==> config.mk <==
export PLATFORM = sky130hd
export DESIGN_NAME = programmable_interval_timer
export DESIGN_NICKNAME = d
export VERILOG_FILES = /design/src/sv/pit_pkg.sv /design/src/sv/programmable_interval_timer.sv /design/src/sv/pit_ctrl.sv /design/src/sv/pit_chan.sv
export SDC_FILE = /design/constraint.sdc
export NUM_CORES = 1
export LEC_CHECK = 0
export BUFFER_PORTS_ARGS = -buffer_cell sky130_fd_sc_hd__buf_2
export CAP_MARGIN = 20
export CORE_ASPECT_RATIO = 1.2
export CORE_MARGIN = 4
export CORE_UTILIZATION = 53
export CTS_CLUSTER_DIAMETER = 200
export DETAILED_ROUTE_END_ITERATION = 12
export PLACE_DENSITY = 0.69
export SETUP_SLACK_MARGIN = 0.2
export SLEW_MARGIN = 40
export SYNTH_ARGS = -nofsm -noshare
export SYNTH_HDL_FRONTEND = slang
export SYNTH_SLANG_ARGS = --single-unit
==> constraint.sdc <==
create_clock -name clk -period 6.9 [get_ports clk]
set_input_delay 0.345 -clock clk [delete_from_list [all_inputs] [get_ports clk]]
set_output_delay 0.345 -clock clk [all_outputs]
set_load 0.01 [all_outputs]
==> src/sv/pit_pkg.sv <==
// Shared types and constants for the programmable interval timer.
`timescale 1ns / 1ps
package pit_pkg;

    // Item kinds.
    localparam logic [1:0] FUNC_TICK  = 2'd0;
    localparam logic [1:0] FUNC_READ  = 2'd1;
    localparam logic [1:0] FUNC_WRITE = 2'd2;

    localparam logic [1:0] PORT_CTRL  = 2'd3;
    localparam logic [1:0] CH_READBACK = 2'd3;
    localparam logic [1:0] ACC_LATCH  = 2'd0;

    // Byte-phase codes for reads, writes and count latches.
    localparam logic [2:0] PH_NONE = 3'd0;
    localparam logic [2:0] PH_LSB  = 3'd1;
    localparam logic [2:0] PH_MSB  = 3'd2;
    localparam logic [2:0] PH_WLO  = 3'd3;
    localparam logic [2:0] PH_WHI  = 3'd4;

    // Counting modes.
    localparam logic [2:0] MODE_0 = 3'd0;
    localparam logic [2:0] MODE_1 = 3'd1;
    localparam logic [2:0] MODE_2 = 3'd2;
    localparam logic [2:0] MODE_3 = 3'd3;
    localparam logic [2:0] MODE_4 = 3'd4;
    localparam logic [2:0] MODE_5 = 3'd5;

    localparam logic [16:0] FULL_RELOAD = 17'h10000;

    typedef struct packed {
        logic [1:0] func;
        logic [1:0] port;
        logic [7:0] write_data;
    } item_t;

    typedef struct packed {
        logic [7:0] read_data;
        logic       irq0_level;
        logic       irq0_period_done;
    } result_t;

    // Controller to datapath commands.
    typedef struct packed {
        logic capture;
        logic execute;
        logic deliver;
    } pit_cmd_t;

    // Datapath to controller status.
    typedef struct packed {
        logic item_valid;
        logic out_free;
    } pit_status_t;

endpackage

==> src/sv/programmable_interval_timer.sv <==
// Top level of the programmable interval timer: item capture, channels and result register.
`timescale 1ns / 1ps
// Three-channel interval timer behind a byte-wide register interface. Each
// input beat is a timer tick, a port read or a port write; each one yields
// exactly one result beat carrying the read byte, the channel 0 output level
// after the beat and a flag that marks a tick completing a channel 0 period.
// The controller runs three states per item (capture, execute, result): the
// item is accepted in the idle state, executed in the next cycle, and its
// result is loaded into the output register from the result state once the
// output register is free. A new item is accepted only after the last one
// has left the result state; a stalled output keeps the controller in
// its result state and holds off the input until the output register frees.
// A new item is accepted while an earlier result waits to be taken.
// Each channel keeps its elapsed count modulo the reload value as a running
// residue updated on every tick, so no divider is needed; there is no
// clearing pass after reset. BCD is recorded in the status byte only.
module programmable_interval_timer
    import pit_pkg::*;
#(
    parameter int NUM_CHANNELS  = 3,
    parameter int ELAPSED_WIDTH = 32
)
(
    input  logic    clk,
    input  logic    rst_n,
    input  logic    item_valid,
    output logic    item_stall,
    input  item_t   item,
    output logic    result_valid,
    input  logic    result_stall,
    output result_t result
);

    pit_cmd_t    cmd;
    pit_status_t status;
    logic        busy;

    item_t       item_reg;
    logic [7:0]  rd_reg, rd_next;
    logic        valid_reg;
    result_t     result_reg;

    logic [NUM_CHANNELS-1:0] ch_level;
    logic [NUM_CHANNELS-1:0] ch_hit;
    logic [7:0]              ch_rd [NUM_CHANNELS];

    assign status.item_valid = item_valid;
    assign status.out_free   = !valid_reg || !result_stall;
    assign item_stall        = busy;

    pit_ctrl u_ctrl (
        .clk    (clk),
        .rst_n  (rst_n),
        .status (status),
        .cmd    (cmd),
        .busy   (busy)
    );

    for (genvar g = 0; g < NUM_CHANNELS; g++)
    begin : g_chan
        pit_chan #(
            .ELAPSED_WIDTH (ELAPSED_WIDTH),
            .CH_IDX        (g)
        ) u_chan (
            .clk        (clk),
            .rst_n      (rst_n),
            .execute    (cmd.execute),
            .item       (item_reg),
            .rd_byte    (ch_rd[g]),
            .level      (ch_level[g]),
            .period_hit (ch_hit[g])
        );
    end

    // Channels drive zero unless their own read is in progress.
    always_comb
    begin
        rd_next = 8'd0;
        for (int i = 0; i < NUM_CHANNELS; i++)
        begin
            rd_next = rd_next | ch_rd[i];
        end
    end

    always_ff @(posedge clk)
    begin
        if (cmd.capture)
        begin
            item_reg <= item;
        end
        if (cmd.execute)
        begin
            rd_reg <= rd_next;
        end
        if (cmd.deliver)
        begin
            result_reg.read_data        <= rd_reg;
            result_reg.irq0_level       <= ch_level[0];
            result_reg.irq0_period_done <= (item_reg.func == FUNC_TICK) && ch_hit[0];
        end
    end

    always_ff @(posedge clk or negedge rst_n)
    begin
        if (!rst_n)
        begin
            valid_reg <= 1'b0;
        end
        else if (cmd.deliver)
        begin
            valid_reg <= 1'b1;
        end
        else if (!result_stall)
        begin
            valid_reg <= 1'b0;
        end
    end

    assign result_valid = valid_reg;
    assign result       = result_reg;

`ifndef ASSERT_OFF
    // An accepted beat keeps the input side stalled while it executes.
    a_busy_after_accept: assert property (@(posedge clk) disable iff (!rst_n)
        (item_valid && !item_stall) |=> item_stall)
        else $error("input accepted while an item is in flight");

    // A period flag comes only with a tick, which never returns read data.
    a_done_no_data: assert property (@(posedge clk) disable iff (!rst_n)
        (result_valid && result.irq0_period_done) |-> (result.read_data == 8'd0))
        else $error("period flag raised on a non-tick result");

    // A result is never overwritten while it is held by the receiver.
    a_no_overwrite: assert property (@(posedge clk) disable iff (!rst_n)
        (result_valid && result_stall) |-> !cmd.deliver)
        else $error("result register overwritten while stalled");
`endif

endmodule

==> src/sv/pit_ctrl.sv <==
// Sequencing state machine of the programmable interval timer.
`timescale 1ns / 1ps
module pit_ctrl
    import pit_pkg::*;
(
    input  logic        clk,
    input  logic        rst_n,
    input  pit_status_t status,
    output pit_cmd_t    cmd,
    output logic        busy
);

    typedef enum logic [2:0] {
        S_IDLE   = 3'b001,
        S_EXEC   = 3'b010,
        S_RESULT = 3'b100
    } state_t;

    state_t state_reg;
    state_t state_next;

    always_comb
    begin
        state_next  = state_reg;
        cmd         = '0;
        busy        = 1'b1;
        case (state_reg)
            S_IDLE:
            begin
                busy = 1'b0;
                if (status.item_valid)
                begin
                    cmd.capture = 1'b1;
                    state_next  = S_EXEC;
                end
            end
            S_EXEC:
            begin
                cmd.execute = 1'b1;
                state_next  = S_RESULT;
            end
            S_RESULT:
            begin
                if (status.out_free)
                begin
                    cmd.deliver = 1'b1;
                    state_next  = S_IDLE;
                end
            end
            default:
            begin
                state_next = S_IDLE;
            end
        endcase
    end

    always_ff @(posedge clk or negedge rst_n)
    begin
        if (!rst_n)
        begin
            state_reg <= S_IDLE;
        end
        else
        begin
            state_reg <= state_next;
        end
    end

endmodule

==> src/sv/pit_chan.sv <==
// Datapath of one timer channel: counter state, running residue, latches and byte phases.
`timescale 1ns / 1ps
module pit_chan
    import pit_pkg::*;
#(
    parameter int ELAPSED_WIDTH = 32,
    parameter int CH_IDX        = 0
)
(
    input  logic       clk,
    input  logic       rst_n,
    input  logic       execute,
    input  item_t      item,
    output logic [7:0] rd_byte,
    output logic       level,
    output logic       period_hit
);

    logic [16:0]              reload_reg, reload_next;
    logic [ELAPSED_WIDTH-1:0] elapsed_reg, elapsed_next;
    logic [15:0]              resid_reg, resid_next;
    logic [15:0]              latched_reg, latched_next;
    logic [2:0]               clp_reg, clp_next;
    logic                     slf_reg, slf_next;
    logic [7:0]               status_reg, status_next;
    logic [2:0]               rph_reg, rph_next;
    logic [2:0]               wph_reg, wph_next;
    logic [7:0]               low_reg, low_next;
    logic [1:0]               acc_reg, acc_next;
    logic [2:0]               mode_reg, mode_next;
    logic                     bcd_reg, bcd_next;

    logic [15:0]              live;
    logic [16:0]              twice;
    logic [16:0]              twice_mod;
    logic [17:0]              half_up;
    logic [16:0]              resid_inc;
    logic [ELAPSED_WIDTH-1:0] elapsed_inc;
    logic [ELAPSED_WIDTH-1:0] reload_ext;
    logic [1:0]               cw_ch;
    logic [1:0]               cw_acc;
    logic                     sel;
    logic                     op_tick, op_read, op_dwrite, op_ctrl;
    logic                     readback, latch_req, status_req, program_req;
    logic                     load_req;
    logic [15:0]              load_val;

    assign reload_ext = ELAPSED_WIDTH'(reload_reg);
    assign twice      = {resid_reg, 1'b0};
    assign twice_mod  = (twice >= reload_reg) ? (twice - reload_reg) : twice;
    assign half_up    = (18'(reload_reg) + 18'd1) >> 1;

    always_comb
    begin
        case (mode_reg)
            MODE_0, MODE_1, MODE_4, MODE_5:
                live = reload_reg[15:0] - elapsed_reg[15:0];
            MODE_3:
                live = reload_reg[15:0] - twice_mod[15:0];
            default:
                live = reload_reg[15:0] - resid_reg;
        endcase
        case (mode_reg)
            MODE_2:         level = (resid_reg == 16'd0) && (elapsed_reg != '0);
            MODE_3:         level = 18'(resid_reg) < half_up;
            MODE_4, MODE_5: level = (elapsed_reg == reload_ext);
            default:        level = (elapsed_reg >= reload_ext);
        endcase
    end

    assign period_hit = (resid_reg == 16'd0) && (elapsed_reg != '0);

    assign sel       = (item.port == 2'(CH_IDX));
    assign op_tick   = execute && (item.func == FUNC_TICK);
    assign op_read   = execute && (item.func == FUNC_READ) && sel;
    assign op_dwrite = execute && (item.func == FUNC_WRITE) && sel;
    assign op_ctrl   = execute && (item.func == FUNC_WRITE) && (item.port == PORT_CTRL);
    assign cw_ch     = item.write_data[7:6];
    assign cw_acc    = item.write_data[5:4];
    assign readback  = op_ctrl && (cw_ch == CH_READBACK) && item.write_data[1 + CH_IDX];
    assign latch_req = (readback && !item.write_data[5])
                     || (op_ctrl && (cw_ch == 2'(CH_IDX)) && (cw_acc == ACC_LATCH));
    assign status_req  = readback && !item.write_data[4] && !slf_reg;
    assign program_req = op_ctrl && (cw_ch == 2'(CH_IDX)) && (cw_acc != ACC_LATCH);

    assign elapsed_inc = elapsed_reg + ELAPSED_WIDTH'(1);
    assign resid_inc   = 17'(resid_reg) + 17'd1;

    always_comb
    begin
        reload_next  = reload_reg;
        elapsed_next = elapsed_reg;
        resid_next   = resid_reg;
        latched_next = latched_reg;
        clp_next     = clp_reg;
        slf_next     = slf_reg;
        status_next  = status_reg;
        rph_next     = rph_reg;
        wph_next     = wph_reg;
        low_next     = low_reg;
        acc_next     = acc_reg;
        mode_next    = mode_reg;
        bcd_next     = bcd_reg;
        rd_byte      = 8'd0;
        load_req     = 1'b0;
        load_val     = 16'd0;

        // Tick: the residue follows elapsed mod reload and restarts on wrap.
        if (op_tick)
        begin
            elapsed_next = elapsed_inc;
            if ((elapsed_inc == '0) || (resid_inc == reload_reg))
                resid_next = 16'd0;
            else
                resid_next = resid_inc[15:0];
        end

        // Read: status first, then the latched count, then the live count.
        if (op_read)
        begin
            if (slf_reg)
            begin
                rd_byte  = status_reg;
                slf_next = 1'b0;
            end
            else if (clp_reg != PH_NONE)
            begin
                case (clp_reg)
                    PH_MSB:
                    begin
                        rd_byte  = latched_reg[15:8];
                        clp_next = PH_NONE;
                    end
                    PH_WLO:
                    begin
                        rd_byte  = latched_reg[7:0];
                        clp_next = PH_MSB;
                    end
                    default:
                    begin
                        rd_byte  = latched_reg[7:0];
                        clp_next = PH_NONE;
                    end
                endcase
            end
            else
            begin
                case (rph_reg)
                    PH_MSB: rd_byte = live[15:8];
                    PH_WHI:
                    begin
                        rd_byte  = live[15:8];
                        rph_next = PH_WLO;
                    end
                    PH_WLO:
                    begin
                        rd_byte  = live[7:0];
                        rph_next = PH_WHI;
                    end
                    default: rd_byte = live[7:0];
                endcase
            end
        end

        if (latch_req && (clp_reg == PH_NONE))
        begin
            latched_next = live;
            clp_next     = {1'b0, acc_reg};
        end
        // Status layout: output level in bit 7, bit 6 always zero.
        if (status_req)
        begin
            status_next = {level, 1'b0, acc_reg, mode_reg, bcd_reg};
            slf_next    = 1'b1;
        end
        if (program_req)
        begin
            acc_next  = cw_acc;
            rph_next  = {1'b0, cw_acc};
            wph_next  = {1'b0, cw_acc};
            mode_next = item.write_data[3:1];
            bcd_next  = item.write_data[0];
        end

        if (op_dwrite)
        begin
            case (wph_reg)
                PH_MSB:
                begin
                    load_req = 1'b1;
                    load_val = {item.write_data, 8'd0};
                end
                PH_WLO:
                begin
                    low_next = item.write_data;
                    wph_next = PH_WHI;
                end
                PH_WHI:
                begin
                    load_req = 1'b1;
                    load_val = {item.write_data, low_reg};
                    wph_next = PH_WLO;
                end
                default:
                begin
                    load_req = 1'b1;
                    load_val = {8'd0, item.write_data};
                end
            endcase
        end
        if (load_req)
        begin
            reload_next  = (load_val == 16'd0) ? FULL_RELOAD : {1'b0, load_val};
            elapsed_next = '0;
            resid_next   = 16'd0;
        end
    end

    always_ff @(posedge clk or negedge rst_n)
    begin
        if (!rst_n)
        begin
            reload_reg  <= FULL_RELOAD;
            elapsed_reg <= '0;
            resid_reg   <= 16'd0;
            latched_reg <= 16'd0;
            clp_reg     <= PH_NONE;
            slf_reg     <= 1'b0;
            status_reg  <= 8'd0;
            rph_reg     <= PH_NONE;
            wph_reg     <= PH_NONE;
            low_reg     <= 8'd0;
            acc_reg     <= 2'd0;
            mode_reg    <= MODE_3;
            bcd_reg     <= 1'b0;
        end
        else
        begin
            reload_reg  <= reload_next;
            elapsed_reg <= elapsed_next;
            resid_reg   <= resid_next;
            latched_reg <= latched_next;
            clp_reg     <= clp_next;
            slf_reg     <= slf_next;
            status_reg  <= status_next;
            rph_reg     <= rph_next;
            wph_reg     <= wph_next;
            low_reg     <= low_next;
            acc_reg     <= acc_next;
            mode_reg    <= mode_next;
            bcd_reg     <= bcd_next;
        end
    end

endmodule
Word-level counts from Yosys, hierarchy flattened
Index checks and enable logic that the tools add are counted.
{"block": "totals", "elab_cells": 374, "inputBits": 16, "out_inout_bits": 12, "register_bits": 370}
{"block": "op_classes", "n_mux": 110, "n_bitwise": 2, "n_eq_ne": 68, "n_reduce_logical": 116, "order_cmp": 9, "n_addsub": 21}
{"cell": "$mux W16", "count": 15}
{"cell": "$mux W32", "count": 6}
{"cell": "$sub A16 B16 Y16", "count": 12}
{"cell": "$pmux W16 S3", "count": 3}
{"cell": "$mux W8", "count": 15}
{"cell": "$add A32 B1 Y32 const B", "count": 3}
{"cell": "$eq A32 B17 Y1", "count": 3}
{"cell": "$ge A32 B17 Y1", "count": 3}
{"cell": "$logic_not A16 Y1", "count": 6}
{"cell": "$logic_not A32 Y1", "count": 3}
{"cell": "$mux W3", "count": 32}
{"cell": "$pmux W16 S2", "count": 3}
{"cell": "$reduce_bool A32 Y1", "count": 3}
{"cell": "$eq A3 B2 Y1 const B", "count": 25}
{"cell": "$add A17 B1 Y18 const B", "count": 3}
{"cell": "$add A16 B1 Y17 const B", "count": 3}
{"cell": "$eq A17 B17 Y1", "count": 3}
{"cell": "$ge A17 B17 Y1", "count": 3}
{"cell": "$lt A16 B17 Y1", "count": 3}
{"cell": "$mux W17", "count": 3}
{"cell": "$eq A3 B3 Y1 const B", "count": 13}
{"cell": "$logic_and A1 B1 Y1", "count": 39}
{"cell": "$pmux W3 S2", "count": 6}
{"cell": "$reduce_bool A2 Y1", "count": 16}
{"cell": "other kinds (20)", "count": 102}

Longest topological paths before layout
Gate-level depths: netlist of run 1.
{"block": "logic_depth", "word_depth": 11, "mapped_depth": 24, "mapped_depth_nobuf": 23}

Modules after synthesis
A second synthesis of run 1 with hierarchy kept.
{"block": "hier_totals", "hier_cells": 3676, "hier_area_um2": 30528.0}
{"module": "pit_chan at g_chan[0].u_chan", "area_each_um2": 9992.1, "instances": 1, "cells_per_inst": 1256}
{"module": "pit_chan at g_chan[1].u_chan", "area_each_um2": 9804.4, "instances": 1, "cells_per_inst": 1204}
{"module": "pit_chan at g_chan[2].u_chan", "area_each_um2": 9581.7, "instances": 1, "cells_per_inst": 1163}
{"module": "programmable_interval_timer", "area_each_um2": 994.7, "instances": 1, "cells_per_inst": 42}
{"module": "pit_ctrl", "area_each_um2": 155.1, "instances": 1, "cells_per_inst": 11}

Worst setup path after synthesis of run 1
OpenSTA, ideal clock, no wires.
{"block": "synth_timing", "kind": "register -> register", "from": "register g_chan[0].u_chan.reload_reg[1]", "to": "register rd_reg[7], data pin", "synth_period_minus_slack_ns": 5.335, "t_required_ns": 6.742, "stages_incl_launch_ff": 23, "n_path_buf": 1, "arrival_time_ns": 5.177, "path_slack_ns": 1.565, "cell_sequence": "dfrtp_1 > inv_1 > ha_1 > nor2b_1 > o31a_1 > o41ai_1 > o21ai_0 > a21oi_1 > clkbuf_1 > mux2i_1 > a221oi_1 > inv_1 > ha_1 > nor2b_1 > o31a_1 > o41a_1 > a41o_1 > o41ai_1 > o21bai_1 > a21oi_1 > xnor3_1 > a31o_2 > o211ai_1"}
{"block": "synth_via", "elab_chain_cells": 10, "word_cells_on_any_way": 13}
{"element": "start: declaration", "line_no": "pit_chan.sv:19", "rtl": "logic [16:0] reload_reg, reload_next;"}
{"element": "start signal: assignment", "line_no": "pit_chan.sv:239", "rtl": "reload_reg <= reload_next;"}
{"element": "$sub A16 B16 Y16 / $ge A17 B17 Y1 (equally long branches)", "line_no": "pit_chan.sv:50", "rtl": "assign twice_mod = (twice >= reload_reg) ? (twice - reload_reg) : twice;"}
{"element": "$mux W16", "line_no": "pit_chan.sv:50"}
{"element": "$sub A16 B16 Y16", "line_no": "pit_chan.sv:59", "rtl": "live = reload_reg[15:0] - twice_mod[15:0];"}
{"element": "$pmux W16 S2 (*)", "line_no": "pit_chan.sv:55", "rtl": "case (mode_reg)"}
{"element": "$mux W8 (*)", "line_no": "pit_chan.sv:148", "rtl": "case (rph_reg)"}
{"element": "$mux W8 (*)", "line_no": "pit_chan.sv:126", "rtl": "else if (clp_reg != PH_NONE)"}
{"element": "$mux W8 (*)", "line_no": "pit_chan.sv:121", "rtl": "if (slf_reg)"}
{"element": "$mux W8 (*)", "line_no": "pit_chan.sv:119", "rtl": "if (op_read)"}
{"element": "$or A8 B8 Y8 (*) (2 in series)", "line_no": "programmable_interval_timer.sv:81", "rtl": "rd_next = rd_next | ch_rd[i];"}
{"element": "named net rd_next[7]", "line_no": "programmable_interval_timer.sv:39", "rtl": "logic [7:0] rd_reg, rd_next;"}
{"element": "end signal: assignment", "line_no": "programmable_interval_timer.sv:93", "rtl": "rd_reg <= rd_next;"}
{"element": "end: declaration", "line_no": "programmable_interval_timer.sv:39"}
The timed path passes the listed nets; every way through them passes the cells marked *.
A chain may end at the register's enable or synchronous reset.

Final worst setup path of run 1
Ends and elaborated chain as after synthesis.

==> results_dict.tcl, run 1 <==
set metrics [dict create \
    grt_usage_pct 32.3 \
    peakVddDrop_v 0.000352 \
    viasPerCell 6.60 \
    drv_slew 0 \
    cts_hold_buffers 15 \
    worst-path-max-fanout 29 \
    critPathLaunch "g_chan[0].u_chan.reload_reg[1]$_DFFE_PN0P_" \
    start_util_pct 53.7 \
    dp_hpwl_um 72900 \
    grt_pass1_wl_um 154000 \
    postRouteAntennaNets 0 \
    grt-ovfl-total 0 \
    routed_wl_um 99000 \
    dr_wl_met3_um 6490 \
    drt_iter0_drc 2771 \
    syn_inst 3530 \
    yosys-top-cells-area "dfrtp_1 28%, ha_1 8.9%, o21ai_0 5.7%" \
    hp-class "in2async" \
    synth_top_area_share_pct 27.8 \
    htreeDepth 2 \
    finalSetupViolCount 0 \
    reg2reg_depth 22 \
    worstReg2RegEnd "rd_reg[7]$_DFFE_PP_" \
    gp_congestion 1.01 \
    synth_area_leader_cell "dfrtp_1" \
    syn_area_um2 29500 \
    power_leakage_uw 0.0134 \
    relSlewSlack_pct 38.6 \
    synth_warnings 0 \
    port_buffers 27 \
    remaining_drc_errors 0 \
    area_growth_pct 8.01 \
    yosys-top-cells-count "334 x o21ai_0, 327 x dfrtp_1, 309 x nand2_1" \
    cp.required_ps 7350 \
    regArea_um2 9350 \
    final_nets 3679 \
    die_w_um 223 \
    synth_edf_count 30 \
    crit_type "reg2reg" \
    fmax_mhz 162 \
    async_flop_share_pct 91.8 \
    tns_ps 0 \
    fin_util_pct 58.0 \
    ys_seq_area_share_pct 31.7 \
    dr.pass1.iters 6 \
    drt-met1-wl_um 38900 \
    vias 27745 \
    worstMarginPinSlew_ps 913 \
    ys_types 93 \
    start_kind "register" \
    insertion_delay_ps 610 \
    multiInputGateArea_um2 18800 \
    largest_reg_flops 96 \
    cap_violations 0 \
    post_cts_buffers 0 \
    status "finished, final reports clean" \
    cts_buffers 43 \
    layout-drive-gt1-share_pct 8.82 \
    hold_viol 0 \
    power_density_nw_per_um2 369 \
    avgRoutedWirePerCell_um 23.6 \
    first_global_vias 26738 \
    rows 94 \
    highest_layer "met5" \
    dr_wl_met2_um 47000 \
    fin_skew_ps 34.6 \
    fp.coreArea_um2 54900 \
    avgSynthCellArea_um2 8.35 \
    period_share_pct 89.2 \
    cts_max_path_buffers 3 \
    reg2reg_slack_ps 750 \
    endpoint_kind "register" \
    rsz0062_at_grt "no" \
    r2r-start "g_chan[0].u_chan.reload_reg[1]$_DFFE_PN0P_" \
    cts_resized 0 \
    antenna_found_initial 4 \
    fill_cells 4925 \
    ys.flop_type "dfrtp_1" \
    clock-sinks 367 \
    ios 28 \
    cts_tree "done" \
    synth_nets 3761 \
    synth_seq_cells 367 \
    root_buffer "clkbuf_16" \
    clk_pin_slew_ps 70 \
    crit_arrival_ps 6600 \
    yosysMostFrequentCell "o21ai_0" \
    period_needed_ps 6150 \
    die_h_um 266 \
    dieArea_um2 59500 \
    grt_start_max_net_pins 104 \
    cp-endpoint "rd_reg[7]$_DFFE_PP_" \
]
worst min path at each step:
stage | start | end | slack [ps]
after CTS | rst_n | g_chan[1].u_chan.elapsed_reg[25]$_DFFE_PN0P_ | 430
after global routing | rst_n | g_chan[1].u_chan.elapsed_reg[25]$_DFFE_PN0P_ | 250
after floorplan | rst_n | g_chan[0].u_chan.acc_reg[0]$_DFFE_PN0P_ | 50
after global placement | rst_n | g_chan[0].u_chan.elapsed_reg[30]$_DFFE_PN0P_ | 460
after detailed placement | rst_n | g_chan[0].u_chan.elapsed_reg[30]$_DFFE_PN0P_ | 470
final | rst_n | g_chan[1].u_chan.elapsed_reg[25]$_DFFE_PN0P_ | 220
report_power, final:
group	total [µW]	internal (µW)	switching [µW]
Sequential	2750	2380	367
Combinational	6590	2700	3890
Clock	2400	1370	1030
cells in the final DEF (no fill, tap or decap), drive strengths merged, types with 24 or more instances in the layout:
cell type / netlist / final
a211oi: 26 / 26
a21o: 51 / 51
a21oi: 177 / 177
a22o: 37 / 37
a22oi: 32 / 32
a31oi: 48 / 48
and2: 32 / 32
and3: 51 / 51
buf: 38 / 76
clkbuf: 180 / 62
dfrtp: 327 / 327
edfxtp: 30 / 30
ha: 209 / 209
inv: 148 / 151
mux2: 89 / 89
mux2i: 31 / 31
nand2: 311 / 311
nand2b: 32 / 32
nand3: 145 / 145
nand4: 78 / 78
nor2: 258 / 258
nor2b: 45 / 45
nor3: 100 / 100
nor4: 54 / 54
o211ai: 48 / 48
o21a: 24 / 24
o21ai: 335 / 335
o221ai: 32 / 32
o22ai: 33 / 33
o31ai: 45 / 45
or3: 40 / 40
xnor2: 161 / 161
xor2: 70 / 70
final cells by class:
cell class,count,share of cell area [%]
Clock buffer,62,3.85
Antenna cell,1,0.00786
Multi-Input combinational cell,2796,59.1
Sequential cell,367,29.4
Timing Repair Buffer,91,2.33
Tap cell,720,2.83
Clock inverter,17,0.743
Inverter,149,1.76
cell families (layout without fill, tap and decap cells):
group | after synthesis | after routing | synth area share [%]
fa+ha+maj | 216 | 216 | 9.31
xor+xnor | 233 | 233 | 7.02
mux | 120 | 120 | 4.45
flops | 367 | 367 | 31.7
other cells | 0 | 1 | 0
compound gates | 1014 | 1014 | 22.0
buf+inv | 367 | 319 | 4.84
simple gates | 1213 | 1213 | 20.6
per-layer routing:
metal,vias to the layer above,track usage [%]
met5,-,0
met4,6,18.2
met3,316,4.78
met2,1138,54.2
met1,13475,40.0
li1,12810,-
metrics by stage:
stage               hold slack [ps]  total power, µW  instance area [µm²]  cells  setup slack [ps]
floorplan                      49.4             7320                29500   3530              1570
global placement                457             9080                30000   4102               850
detailed placement              469             9180                30200   4107               848
CTS                             427            11600                31800   4201               816
global route                    249            12400                31800   4202               309
finish                          215            11700                31800   4203               745
critical path: stages, from the launching register on:
cell	delay, ps
dfrtp_1	480
inv_1	180
ha_1	320
nor2b_1	140
o31a_1	290
o41ai_1	490
o21ai_0	280
a21oi_2	170
buf_4	290
mux2i_1	110
a221oi_1	450
inv_1	120
ha_1	280
nor2b_1	130
o31a_1	270
o41a_1	370
a41o_1	280
o41ai_1	470
o21bai_1	110
a21oi_1	170
xnor3_1	260
a31o_2	270
o211ai_1	70
No activity file was read; power rests on OpenSTA's default activity.
==> run 2: changes to the inputs <==
CELL_PAD_IN_SITES_DETAIL_PLACEMENT = 1   (was default)
CELL_PAD_IN_SITES_GLOBAL_PLACEMENT = 1   (was default)
PLACE_DENSITY = default   (was 0.69)
PLACE_DENSITY_LB_ADDON = 0.1   (was default)
clock period = 7.1 ns   (was 6.9 ns; I/O delays follow)
==> results_dict.tcl, run 2 (synthesized netlist as in run 1, its figures left out) <==
set metrics [dict create \
    power_leakage_uw 0.0135 \
    multiInputGateArea_um2 18900 \
    ios 28 \
    grt_usage_pct 36.2 \
    rsz0062_at_grt "no" \
    regArea_um2 9350 \
    crit_type "reg2reg" \
    worstMarginPinSlew_ps 925 \
    grt_pass1_wl_um 173000 \
    path_cells "inv_1 -> ha_1 -> nor2b_1 -> o2111a_1 -> o311ai_0 -> o31ai_1 -> o41ai_4 -> buf_4 -> o22ai_1 -> ha_1 -> fa_1 -> nor2b_1 -> o21ai_0 -> a21o_1 -> a21oi_1 -> nand2b_1 -> a21oi_1 -> xnor2_1 -> a21oi_1 -> a2111oi_0 -> a211o_1" \
    cts_tree "done" \
    die_h_um 266 \
    seqPwrFrac_pct 22.6 \
    hold_viol 0 \
    cp-endpoint "rd_reg[2]$_DFFE_PP_" \
    first_global_vias 30310 \
    holdPathStages 3 \
    crit_arrival_ps 6590 \
    power_density_nw_per_um2 369 \
    crit_slowest_cell "a2111oi_0" \
    gp_congestion 0.978 \
    routed_wl_um 110000 \
    switching_power_uw 5390 \
    post_cts_buffers 0 \
    grt_start_max_net_pins 151 \
    peakVddDrop_v 0.000502 \
    power.internal_uw 6420 \
    clock-sinks 367 \
    remaining_drc_errors 0 \
    r2r-start "g_chan[1].u_chan.reload_reg[1]$_DFFE_PN0P_" \
    max_stage_delay_ps 810 \
    htreeDepth 2 \
    final_nets 3680 \
    avgRoutedWirePerCell_um 26.3 \
    dp_hpwl_um 81500 \
    drt_iter0_drc 2205 \
    layout-drive-gt1-share_pct 9.47 \
    insertion_delay_ps 620 \
    die_w_um 223 \
    fp.coreArea_um2 54900 \
    critPathLaunch "g_chan[1].u_chan.reload_reg[1]$_DFFE_PN0P_" \
    relSlewSlack_pct 36.8 \
    port_buffers 27 \
    cp_top_family "compound AO/OA/AOI/OAI gates" \
    dr.pass1.iters 6 \
    cts_max_path_buffers 3 \
    drv_slew 0 \
    dieArea_um2 59500 \
    start_util_pct 53.7 \
    tns_ps 0 \
    hp-start "result_stall" \
    clk_pin_slew_ps 70 \
    worst-path-max-fanout 27 \
    p_clk_share_pct 21.2 \
    finalSetupViolCount 0 \
    layout_common_cells "333 x o21ai_0, 327 x dfrtp_1, 308 x nand2_1" \
    vias 28441 \
    combinationalPowerShare_pct 56.2 \
    fmax_mhz 163 \
    final_common_cell "o21ai_0" \
    fin_util_pct 58.2 \
    grt-ovfl-total 0 \
    rows 94 \
    fill_cells 6493 \
    cp_common_cell "a21oi_1" \
    viasPerCell 6.76 \
    area_growth_pct 8.53 \
    cp_num_buf_inv 2 \
    reg2reg_slack_ps 970 \
    start_kind "register" \
    antenna_found_initial 2 \
    p_sw_share_pct 45.6 \
    cp.required_ps 7560 \
    cts_buffers 44 \
    period_needed_ps 6130 \
    reg2reg_depth 21 \
    cap_violations 0 \
    hp-class "in2reg" \
    postRouteAntennaNets 0 \
    crit_cells 21 \
    fin_skew_ps 39.2 \
    status "finished, final reports clean" \
    root_buffer "clkbuf_16" \
    endpoint_kind "register" \
    largest_reg_flops 96 \
    worstReg2RegEnd "rd_reg[2]$_DFFE_PP_" \
    total_power_uw 11800 \
    period_share_pct 86.3 \
]
==> run 2: tightest hold or removal path: stages <==
cell,delay [ps]
buf_2,120
nand2_1,60
nand2_1,60
==> run 2: power groups by stage <==
stage                     clock network (µW)  registers (µW)  logic [µW]
after CTS                               2520            2660        6540
after floorplan                            0            2510        4610
after global routing                    2620            2690        7160
after global placement                     0            2680        6210
final                                   2500            2670        6630
after detailed placement                   0            2690        6450
==> run 2: timing repair <==
action,CTS,global route
resized for setup,0,0
setup endpoints to repair,0,0
endpoints found under the hold margin,106,0
hold buffers,14,0
==> run 2: cell type report <==
type,count,area share [%]
diodes,1,0.00782
clock buffers,60,3.97
well taps,720,2.82
multi-input cells,2796,59.0
repair buffers,91,2.33
flip-flops and latches,367,29.2
inverters,149,1.75
clock inverters,22,0.954
==> run 2: layer usage <==
layer	track usage, %	vias up	part of all wire (%)
met3	4.37	367	4.8
met5	0	-	0
met4	21.6	0	7.1
li1	-	12796	-
met2	65.0	991	50
met1	41.2	14287	38
==> run 2: worst min path at each step <==
stage	slack, ps	endpoint
floorplan	60	g_chan[0].u_chan.acc_reg[0]$_DFFE_PN0P_
global placement	460	g_chan[2].u_chan.latched_reg[8]$_DFFE_PN0P_
detailed placement	470	g_chan[0].u_chan.low_reg[7]$_DFFE_PN0P_
CTS	8	result_valid$_DFFE_PN0P_
global route	30	result_valid$_DFFE_PN0P_
finish	30	result_valid$_DFFE_PN0P_
==> run 2: stage by stage <==
| step | cells | cell area [µm²] | hold WS [ps] | setup WS (ps) |
|---|---|---|---|---|
| after global routing | 4205 | 32000 | 29.3 | 684 |
| after CTS | 4203 | 31900 | 7.89 | 1100 |
| after global placement | 4102 | 30000 | 461 | 1340 |
| final | 4206 | 32000 | 26.5 | 975 |
| after floorplan | 3530 | 29500 | 59.4 | 1770 |
| after detailed placement | 4107 | 30200 | 473 | 1160 |
